==> src/hdl/sfec_pkg.sv <==
// ----------------------------------------------------------------------------
// sfec_pkg
// Shared types and constants for the repair-count search block.
// ----------------------------------------------------------------------------
`default_nettype none

package sfec_pkg;

   localparam int MAX_PKTS  = 64;
   localparam int FRAC_W    = 32;                  // fraction bits of a probability
   localparam int PROB_W    = FRAC_W + 1;          // holds 0 .. ONE inclusive
   localparam int ADDR_W    = $clog2(MAX_PKTS + 1);
   localparam int MEM_DEPTH = MAX_PKTS + 1;
   localparam int ACC_W     = FRAC_W + 8;          // n*full plus weighted partial terms
   localparam int CNT_W     = 7;                   // packet counts up to MAX_PKTS
   localparam int PROD_W    = 2 * PROB_W;

   localparam logic [15:0]       TARGET_CAP = 16'd65470;
   localparam logic [PROB_W-1:0] FRAC_ONE   = PROB_W'(1) << FRAC_W;

   localparam int CSR_IDX_W = 2;
   localparam logic [CSR_IDX_W-1:0] CSR_MAX_TOTAL   = 2'd0;
   localparam logic [CSR_IDX_W-1:0] CSR_TARGET_PROB = 2'd1;

   typedef struct packed {
      logic [15:0] erasure_prob;
      logic [5:0]  source_count;
   } req_type;

   typedef struct packed {
      logic [6:0]  send_count;
      logic [16:0] achieved_prob;
      logic        unreachable;
   } rsp_type;

   typedef enum logic [4:0] {
      CMD_NONE,
      CMD_LOAD,
      CMD_ROW0,
      CMD_READ_CUR,
      CMD_MUL_P,
      CMD_MUL_Q,
      CMD_WRITE_ROW,
      CMD_FULL_ADD,
      CMD_MUL_N,
      CMD_ACC_SET,
      CMD_READ_PART,
      CMD_INNER,
      CMD_MUL_SRC,
      CMD_MUL_IDX,
      CMD_ACC_ADD,
      CMD_DIV_START,
      CMD_RESULT
   } cmd_op_type;

   typedef enum logic [1:0] {
      RES_BYPASS,
      RES_NONE,
      RES_EVAL
   } res_kind_type;

   typedef struct packed {
      cmd_op_type          op;
      logic [ADDR_W-1:0]   addr_a;    // current row / source row address
      logic [ADDR_W-1:0]   addr_b;    // repair row address
      logic                zero_old;  // top entry of the previous row reads as zero
      logic                first;     // entry zero has no lower neighbor
      logic                wr_src;
      logic                wr_rep;
      logic                use_rep;
      logic [5:0]          idx;
      logic [5:0]          n;
      res_kind_type        res_kind;
      logic [CNT_W-1:0]    send;
      logic                fail;
   } cmd_type;

   typedef struct packed {
      logic no_repair;
      logic hit;
      logic div_done;
   } stat_type;

endpackage

`default_nettype wire

==> src/hdl/sfec_ctrl.sv <==
// ----------------------------------------------------------------------------
// sfec_ctrl
// Sequencer: walks the rows, sums and search steps; owns the handshakes.
// ----------------------------------------------------------------------------
`default_nettype none

module sfec_ctrl
   import sfec_pkg::*;
(
   input  wire logic       clock,
   input  wire logic       reset,
   input  wire logic       req_valid,
   output logic            req_stall,
   input  wire logic [5:0] source_count,
   output logic            rsp_valid,
   input  wire logic       rsp_stall,
   input  wire logic [6:0] max_total,
   input  wire stat_type   stat,
   output cmd_type         cmd
);

   typedef enum logic [4:0] {
      S_IDLE, S_START, S_ROW0, S_RD, S_MP, S_MQ, S_WR, S_FRD, S_FADD, S_FMUL,
      S_FACC, S_PRD, S_PIN, S_PM1, S_PM2, S_PACC, S_DIV, S_DWAIT, S_CHECK, S_OUT
   } state_type;

   state_type        state_ff;
   logic [5:0]       n_ff, m_ff;
   logic [CNT_W-1:0] k_ff, limit_ff, t_ff, i_ff, send_ff;
   res_kind_type     kind_ff;
   logic             fail_ff, rsp_valid_ff;

   logic [CNT_W-1:0] total;
   logic             more_k, out_free;

   assign total    = CNT_W'({1'b0, n_ff} + k_ff);
   assign more_k   = ({2'b0, n_ff} + {1'b0, k_ff} + 8'd1) < {1'b0, limit_ff};
   assign out_free = !rsp_valid_ff || !rsp_stall;

   always_comb begin
      cmd          = '0;
      cmd.op       = CMD_NONE;
      cmd.res_kind = kind_ff;
      cmd.send     = send_ff;
      cmd.fail     = fail_ff;
      cmd.n        = n_ff;
      cmd.idx      = 6'(n_ff - 6'd1 - m_ff);
      cmd.addr_a   = (state_ff == S_PRD) ? ADDR_W'(cmd.idx) : i_ff;
      cmd.addr_b   = ADDR_W'(m_ff);
      cmd.zero_old = (i_ff == t_ff);
      cmd.first    = (i_ff == '0);
      cmd.wr_src   = (t_ff == CNT_W'(n_ff));
      cmd.wr_rep   = (t_ff == k_ff);
      cmd.use_rep  = (CNT_W'(m_ff) <= k_ff);
      unique case (state_ff)
         S_IDLE:  cmd.op = (req_valid) ? CMD_LOAD : CMD_NONE;
         S_ROW0:  cmd.op = CMD_ROW0;
         S_RD:    cmd.op = CMD_READ_CUR;
         S_MP:    cmd.op = CMD_MUL_P;
         S_MQ:    cmd.op = CMD_MUL_Q;
         S_WR:    cmd.op = CMD_WRITE_ROW;
         S_FRD:   cmd.op = CMD_READ_CUR;
         S_FADD:  cmd.op = CMD_FULL_ADD;
         S_FMUL:  cmd.op = CMD_MUL_N;
         S_FACC:  cmd.op = CMD_ACC_SET;
         S_PRD:   cmd.op = CMD_READ_PART;
         S_PIN:   cmd.op = CMD_INNER;
         S_PM1:   cmd.op = CMD_MUL_SRC;
         S_PM2:   cmd.op = CMD_MUL_IDX;
         S_PACC:  cmd.op = CMD_ACC_ADD;
         S_DIV:   cmd.op = CMD_DIV_START;
         S_OUT:   cmd.op = out_free ? CMD_RESULT : CMD_NONE;
         default: cmd.op = CMD_NONE;
      endcase
   end

   always_ff @(posedge clock) begin
      if (reset) begin
         state_ff     <= S_IDLE;
         rsp_valid_ff <= 1'b0;
      end else begin
         if (state_ff == S_OUT && out_free) begin
            rsp_valid_ff <= 1'b1;
         end else if (rsp_valid_ff && !rsp_stall) begin
            rsp_valid_ff <= 1'b0;
         end
         unique case (state_ff)
            S_IDLE: begin
               if (req_valid) begin
                  n_ff     <= (source_count == '0) ? 6'd1 : source_count;
                  limit_ff <= (max_total > CNT_W'(MAX_PKTS)) ? CNT_W'(MAX_PKTS) : max_total;
                  state_ff <= S_START;
               end
            end
            S_START: begin
               if (stat.no_repair) begin
                  kind_ff  <= RES_BYPASS;
                  send_ff  <= CNT_W'(n_ff);
                  fail_ff  <= 1'b0;
                  state_ff <= S_OUT;
               end else if (({2'b0, n_ff} + 8'd1) < {1'b0, limit_ff}) begin
                  k_ff     <= CNT_W'(1);
                  state_ff <= S_ROW0;
               end else begin
                  kind_ff  <= RES_NONE;
                  send_ff  <= CNT_W'({1'b0, n_ff} + 7'd1);
                  fail_ff  <= 1'b1;
                  state_ff <= S_OUT;
               end
            end
            S_ROW0: begin
               t_ff     <= CNT_W'(1);
               i_ff     <= '0;
               state_ff <= S_RD;
            end
            S_RD: state_ff <= S_MP;
            S_MP: state_ff <= S_MQ;
            S_MQ: state_ff <= S_WR;
            S_WR: begin
               if (i_ff == t_ff) begin
                  if (t_ff == total) begin
                     i_ff     <= CNT_W'(n_ff);
                     state_ff <= S_FRD;
                  end else begin
                     t_ff     <= t_ff + CNT_W'(1);
                     i_ff     <= '0;
                     state_ff <= S_RD;
                  end
               end else begin
                  i_ff     <= i_ff + CNT_W'(1);
                  state_ff <= S_RD;
               end
            end
            S_FRD: state_ff <= S_FADD;
            S_FADD: begin
               if (i_ff == total) begin
                  state_ff <= S_FMUL;
               end else begin
                  i_ff     <= i_ff + CNT_W'(1);
                  state_ff <= S_FRD;
               end
            end
            S_FMUL: state_ff <= S_FACC;
            S_FACC: begin
               m_ff     <= '0;
               state_ff <= S_PRD;
            end
            S_PRD: state_ff <= S_PIN;
            S_PIN: state_ff <= S_PM1;
            S_PM1: state_ff <= S_PM2;
            S_PM2: state_ff <= S_PACC;
            S_PACC: begin
               if (m_ff == n_ff - 6'd1) begin
                  state_ff <= S_DIV;
               end else begin
                  m_ff     <= m_ff + 6'd1;
                  state_ff <= S_PRD;
               end
            end
            S_DIV: state_ff <= S_DWAIT;
            S_DWAIT: begin
               if (stat.div_done) begin
                  state_ff <= S_CHECK;
               end
            end
            S_CHECK: begin
               if (stat.hit) begin
                  kind_ff  <= RES_EVAL;
                  send_ff  <= total;
                  fail_ff  <= 1'b0;
                  state_ff <= S_OUT;
               end else if (more_k) begin
                  k_ff     <= k_ff + CNT_W'(1);
                  state_ff <= S_ROW0;
               end else begin
                  kind_ff  <= RES_EVAL;
                  send_ff  <= limit_ff;
                  fail_ff  <= 1'b1;
                  state_ff <= S_OUT;
               end
            end
            S_OUT: begin
               if (out_free) begin
                  state_ff <= S_IDLE;
               end
            end
            default: state_ff <= S_IDLE;
         endcase
      end
   end

   assign req_stall = (state_ff != S_IDLE);
   assign rsp_valid = rsp_valid_ff;

endmodule

`default_nettype wire

==> config.mk <==
export PLATFORM = sky130hd
export DESIGN_NAME = sfec_ctrl
export DESIGN_NICKNAME = d
export VERILOG_FILES = /design/src/hdl/sfec_pkg.sv /design/src/hdl/sfec_ctrl.sv
export SDC_FILE = /design/constraint.sdc
export NUM_CORES = 1
export LEC_CHECK = 0
export ABC_AREA = 0
export BUFFER_PORTS_ARGS = -buffer_cell sky130_fd_sc_hd__buf_2
export CAP_MARGIN = 20
export CORE_UTILIZATION = 50
export CTS_BUF_LIST = sky130_fd_sc_hd__clkbuf_4 sky130_fd_sc_hd__clkbuf_8
export DETAILED_ROUTE_END_ITERATION = 16
export PLACE_DENSITY = 0.77
export REMOVE_ABC_BUFFERS = 1
export SYNTH_ARGS = -nofsm -noshare
export SYNTH_HDL_FRONTEND = slang
export SYNTH_SLANG_ARGS = --single-unit
==> constraint.sdc <==
create_clock -name clock -period 6 [get_ports clock]
set_input_delay 0.3 -clock clock [delete_from_list [all_inputs] [get_ports clock]]
set_output_delay 0.3 -clock clock [all_outputs]
set_load 0.02 [all_outputs]
=== Word-level counts from Yosys, hierarchy flattened ===
Cells that the tools add are included.

* Register bits after elaboration: 56
* Bits in latches: 0
* Memory bits (writable): 0
* Memory bits (read-only): 0
* Input port bits: 20
* Output and inout port bits: 48
* Logic and storage cells: 134
* Memories kept: 0

* Add/subtract/negate cells: 11
* Multipliers: 0
* Div/mod/pow operators: 0
* Magnitude comparators: 4
* Eq/ne operators: 38
* Shift-type cells: 0
* Mux-type cells: 47
* Bitwise operators: 1
* Reductions and logical operators: 22

{| class="wikitable"
|+ Operators with widths
! operator !! number
|-
| $pmux 5 s20 || 1
|-
| $mux 7 || 13
|-
| $pmux 5 s16 || 1
|-
| $mux 5 || 10
|-
| $pmux 7 s2 || 3
|-
| $eq 5x4->1 const B || 8
|-
| $eq 7x7->1 || 4
|-
| $ne 2x2->1 const B || 11
|-
| $add 7x1->7 const B || 3
|-
| $pmux 7 s3 || 1
|-
| $eq 5x3->1 const B || 4
|-
| $eq 5x5->1 const B || 4
|-
| $add 6x1->7 const B || 2
|-
| $mux 6 || 2
|-
| $pmux 6 s2 || 1
|-
| $reduce_and 3->1 || 4
|-
| $eq 5x2->1 const B || 2
|-
| $add 6x7->8 || 1
|-
| $add 8x1->8 const B || 1
|-
| $lt 8x7->1 || 1
|-
| $mux 2 || 4
|-
| $reduce_and 4->1 || 2
|-
| $reduce_bool 2->1 || 4
|-
| $add 6x7->7 || 1
|-
| other kinds (26) || 35
|}

=== Depth between registers and ports, before layout ===
* Word-level depth: 6
* Depth in mapped cells: 16

=== Worst setup path before layout ===
OpenSTA, ideal clock, no wires.

* Path type: register -> register
* Start: reg n_ff[0]
* End: reg k_ff[0], enable pin
* Library setup time: 0.383 ns
* Arrival time: 3.462 ns
* Required time: 5.617 ns
* Slack: 2.155 ns
* Stages on the path, launching flop included: 16
* Buffers on the path: 1
* Clock period less this slack: 3.845 ns
* Cells stage by stage: edfxtp_1 > clkbuf_1 > inv_1 > ha_1 > fa_1 > inv_1 > a21o_1 > a21oi_1 > xnor2_1 > ha_1 > a21o_1 > a21oi_1 > nand2_1 > o211ai_1 > o211ai_1 > a211oi_1

* Longest elaborated chain between the ends: 5
* Elaborated cells between the ends (all ways): 8
* Those cells by class: add/sub: 3; order compare: 2; eq/ne: 2; reduce/logical: 1

{| class="wikitable"
|+ RTL lines
! item !! line !! text
|-
| start, declared || sfec_ctrl.sv:28 || <nowiki>logic [5:0] n_ff, m_ff;</nowiki>
|-
| start signal, assigned || sfec_ctrl.sv:90 || <nowiki>n_ff <= (source_count == '0) ? 6'd1 : source_count;</nowiki>
|-
| $add 6x7->8 || sfec_ctrl.sv:37 || <nowiki>assign more_k = ({2'b0, n_ff} + {1'b0, k_ff} + 8'd1) < {1'b0, limit_ff};</nowiki>
|-
| $add 8x1->8 || sfec_ctrl.sv:37 ||
|-
| $lt 8x7->1 || sfec_ctrl.sv:37 ||
|-
| $ne 2x2->1 (no source line) || n/a ||
|-
| $reduce_and 6->1 (no source line) * || n/a ||
|-
| end signal, assigned || sfec_ctrl.sv:173 || <nowiki>k_ff <= k_ff + CNT_W'(1);</nowiki>
|-
| end, declared || sfec_ctrl.sv:29 || <nowiki>logic [CNT_W-1:0] k_ff, limit_ff, t_ff, i_ff, send_ff;</nowiki>
|}

Mark *: on every way between the ends. The rest lies on a longest branch, timed or not.
A chain may end at the register's enable or synchronous reset.

=== Worst setup path after layout ===
* Start: reg n_ff[0]
* End: reg send_ff[2], enable pin

* Longest elaborated chain between the ends: 5
* Elaborated cells between the ends (all ways): 8
* Those cells by class: add/sub: 3; order compare: 2; eq/ne: 2; reduce/logical: 1

{| class="wikitable"
|+ RTL lines
! item !! line !! text
|-
| $add 6x7->8 || sfec_ctrl.sv:37 ||
|-
| $add 8x1->8 || sfec_ctrl.sv:37 ||
|-
| $lt 8x7->1 || sfec_ctrl.sv:37 ||
|-
| $ne 3x3->1 (no source line) || n/a ||
|-
| $reduce_and 4->1 (no source line) * || n/a ||
|-
| end signal, assigned || sfec_ctrl.sv:98 || <nowiki>send_ff <= CNT_W'(n_ff);</nowiki>
|-
| end signal, assigned || sfec_ctrl.sv:106 || <nowiki>send_ff <= CNT_W'({1'b0, n_ff} + 7'd1);</nowiki>
|-
| end signal, assigned || sfec_ctrl.sv:169 || <nowiki>send_ff <= total;</nowiki>
|-
| end, declared || sfec_ctrl.sv:29 ||
|}

Marks and branches as above.

==> impl_metrics.csv <==
group,metric,value,unit
critical_path,crit_end,"send_ff[2]$_DFFE_PP_",
placed_design,dp_hpwl,9.09,mm
critical_path,worstPathRequired,5950,ps
drt,first_pass_iters,5,
critical_path,startpoint,"n_ff[0]$_SDFFCE_PN1P_",
power_and_ir_drop,seqPwrFrac,43.8,%
yosys,ys_warn_count,0,
clock_network,ctsRootBufferMaster,"clkbuf_8",
power_and_ir_drop,p_per_area,214,nW/um^2
critical_path,reg2reg_depth,14,
final_layout,drive_gt1_share,15.9,%
drt,wl_per_cell,16.8,um
sta,setup_viol,0,
critical_path,reg2reg_setup_slack,1870,ps
yosys,synthTopCellsByCount,"nor2_1, edfxtp_1, xnor2_1",
sta,fin_worst_skew,9.86,ps
sta,rsz0062_at_grt,"false",
power_and_ir_drop,ir_drop,0.000117,V
critical_path,end_kind,"register",
clock_network,cts.sinks,56,
clock_network,ctsHoldBuffers,0,
placed_design,portBuffers,66,
placed_design,globalplace.congestion,0.927,
sta,tightestPinTransition,906,ps
sta,finalCritPeriodShare,68.8,%
worst_hold_path,hold_class,"primary input to register",
clock_network,clk_pin_slew,110,ps
clock_network,cts_buffers,5,
final_layout,diodes,0,
final_layout,final_nets,637,
clock_network,postCtsSetupRepairBufs,0,
power_and_ir_drop,power_leakage,2.19,nW
sta,setup_tns,0,ps
drt,drc,0,
critical_path,crit_path_start_kind,"register",
run,drv_cap,0,
final_layout,postLayoutCellArea,5350,sq um
clock_network,htree_num_levels,2,
grt,grt_max_degree,20,
yosys,synthTopCellsByArea,"edfxtp_1, ha_1, xnor2_1, xor2_1, nor2_1",
sta,final_period_minus_worst_setup_slack,4130,ps
sta,slew_headroom,39.4,%
drt,wirelength,11.9,mm
yosys,ys_seq_elements,56,
yosys,yosysTopAreaCell,"edfxtp_1",
power_and_ir_drop,power_frac_comb,33.8,%
power_and_ir_drop,power,0.00114,W
drt,antenna_left,0,
grt,grt_usage,24.3,%
drt,vias,4068,
sta,fmax,242,MHz
yosys,async_reset_ff_share,0,%
grt,grt_pass1_vias,3904,
power_and_ir_drop,intPower,0.000740,W
drt,drt-vias-per-instance,5.75,
yosys,synth_top_area_share,30.7,%
critical_path,r2r-end,"send_ff[2]$_DFFE_PP_",
yosys,synth_cell_types,64,
floorplanning,die_area,10200,sq um
clock_network,cts_max_path_buffers,2,
critical_path,cp_max_fo,11,
yosys,syn_area,4890,sq um
grt,antenna_found_initial,0,
yosys,yosysMostFrequentCell,"nor2_1",
floorplanning,die_height,101,um
critical_path,critPathKind,"register to register",
critical_path,r2r-start,"n_ff[0]$_SDFFCE_PN1P_",
critical_path,arrival,4080,ps
clock_network,post_cts_resize_count,0,
drt,first_iter_violations,244,
clock_network,cts_tree,"done",
floorplanning,initial_core_util,52.1,%
floorplanning,rows,35,
sta,hold_violations,0,
placed_design,place_area,5200,sq um
yosys,syn_inst,542,
power_and_ir_drop,p_sw_share,35.2,%
power_and_ir_drop,p_sw,0.000402,W
floorplanning,die_x,101,um
outcome,status,"finished clean",
clock_network,clock_latency,320,ps
yosys,seq_area_frac_synth,33.2,%
floorplanning,core,9370,sq um
grt,globalRoute.totalOverflow,0,
yosys,synthFlopType,"edfxtp_1",
yosys,synth.avg_cell_area,9.01,sq um
yosys,synth_edf_count,50,
final_layout,area_growth_syn_to_layout,9.40,%
grt,grt_pass1_wl,19.0,mm
power_and_ir_drop,pwr-share-clk,22.5,%
sta,drv_slew,0,
floorplanning,io_pins,68,
## worst min-delay path by stage
stage                     from  cells past startpoint                     end
2_1_floorplan            reset                      1  rsp_valid$_SDFFE_PP0P_
3_3_place_gp   source_count[5]                      1   n_ff[5]$_SDFFCE_PN0P_
3_5_place_dp   source_count[2]                      1   n_ff[2]$_SDFFCE_PN0P_
4_1_cts        source_count[2]                      1   n_ff[2]$_SDFFCE_PN0P_
5_1_grt        source_count[2]                      1   n_ff[2]$_SDFFCE_PN0P_
6_report       source_count[2]                      1   n_ff[2]$_SDFFCE_PN0P_
## cell usage in the layout (no fill, tap or decap), drive strengths merged, types with 4 or more instances in the layout
cell type  count
a31oi          6
ha            37
clkbuf         7
a21oi         29
nand4          4
nand3         24
and3           9
o211ai         4
buf           68
nor2b         16
mux2i          5
dfxtp          6
nand2b         8
a22o           6
or4            4
nor3          10
o21ai         20
edfxtp        50
a21o           6
mux2           4
o21a           4
inv           34
xnor2         45
xor2          31
nor2          55
nand2         26
and2           5
## cell type report
type,instances,area [sq um]
Timing Repair Buffer,70,359
Inverter,35,131
Clock buffer,5,68.8
Sequential cell,56,1620
Tap cell,129,161
Clock inverter,3,47.5
Fill cell,842,4030
Multi-Input combinational cell,409,2960
## critical path, stage by stage, from the launching register on
cell	delay, ps
edfxtp_1	630
inv_1	130
ha_1	250
fa_1	420
inv_1	80
a21o_1	120
a21oi_1	90
o21ai_0	220
a21oi_1	130
xnor2_1	170
ha_1	300
o211ai_1	80
o211ai_1	160
a22oi_1	230
nor2_1	750
## sequential cells by signal, summed over array words and instances, names as in the netlist
name	count
rsp_valid	1
limit_ff	7
fail_ff	1
i_ff	7
kind_ff	2
send_ff	7
n_ff	6
t_ff	7
m_ff	6
state_ff	5
k_ff	7
## kinds of logic (layout without fill, tap and decap cells)
logic type | count (synthesis) | count (layout) | share of synthesized area [%]
buffers and inverters | 77 | 113 | 6.43
adders and majority gates | 40 | 40 | 10.7
AOI/OAI and AO/OA | 100 | 100 | 13.6
other | 1 | 1 | 0.0768
DFF | 56 | 56 | 33.2
and+or+nand+nor | 180 | 180 | 18.9
muxes | 9 | 9 | 1.95
xor gates and xnor gates | 79 | 79 | 15.2
## power groups by stage
stage	Clock (W)	Combinational (W)	Sequential, W
5_1_grt	0.000269	0.000424	0.000504
6_report	0.000256	0.000385	0.000500
3_5_place_dp	0	0.000376	0.000508
3_3_place_gp	0	0.000364	0.000506
4_1_cts	0.000257	0.000380	0.000499
2_1_floorplan	0	0.000275	0.000500
## stage by stage
| step | setup WS (ps) | util (%) | std cells | hold slack [ps] |
|---|---|---|---|---|
| detailed placement | 1790 | 55.5 | 695 | 492 |
| global placement | 2050 | 55.5 | 695 | 486 |
| CTS | 1770 | 56.7 | 703 | 156 |
| finish | 1870 | 57.0 | 707 | 163 |
| floorplan | 2270 | - | 500 | 369 |
| global route | 1670 | 57.0 | 707 | 158 |
## layer usage
layer | track usage [%] | share of wire, % | up-vias
li1 | - | - | 1960
met1 | 31.6 | 44 | 1943
met2 | 41.1 | 48 | 139
met3 | 3.12 | 6.1 | 26
met4 | 9.36 | 2.9 | 0
met5 | 0 | 0 | -
Note: power is estimated with default switching activity, not from simulation.
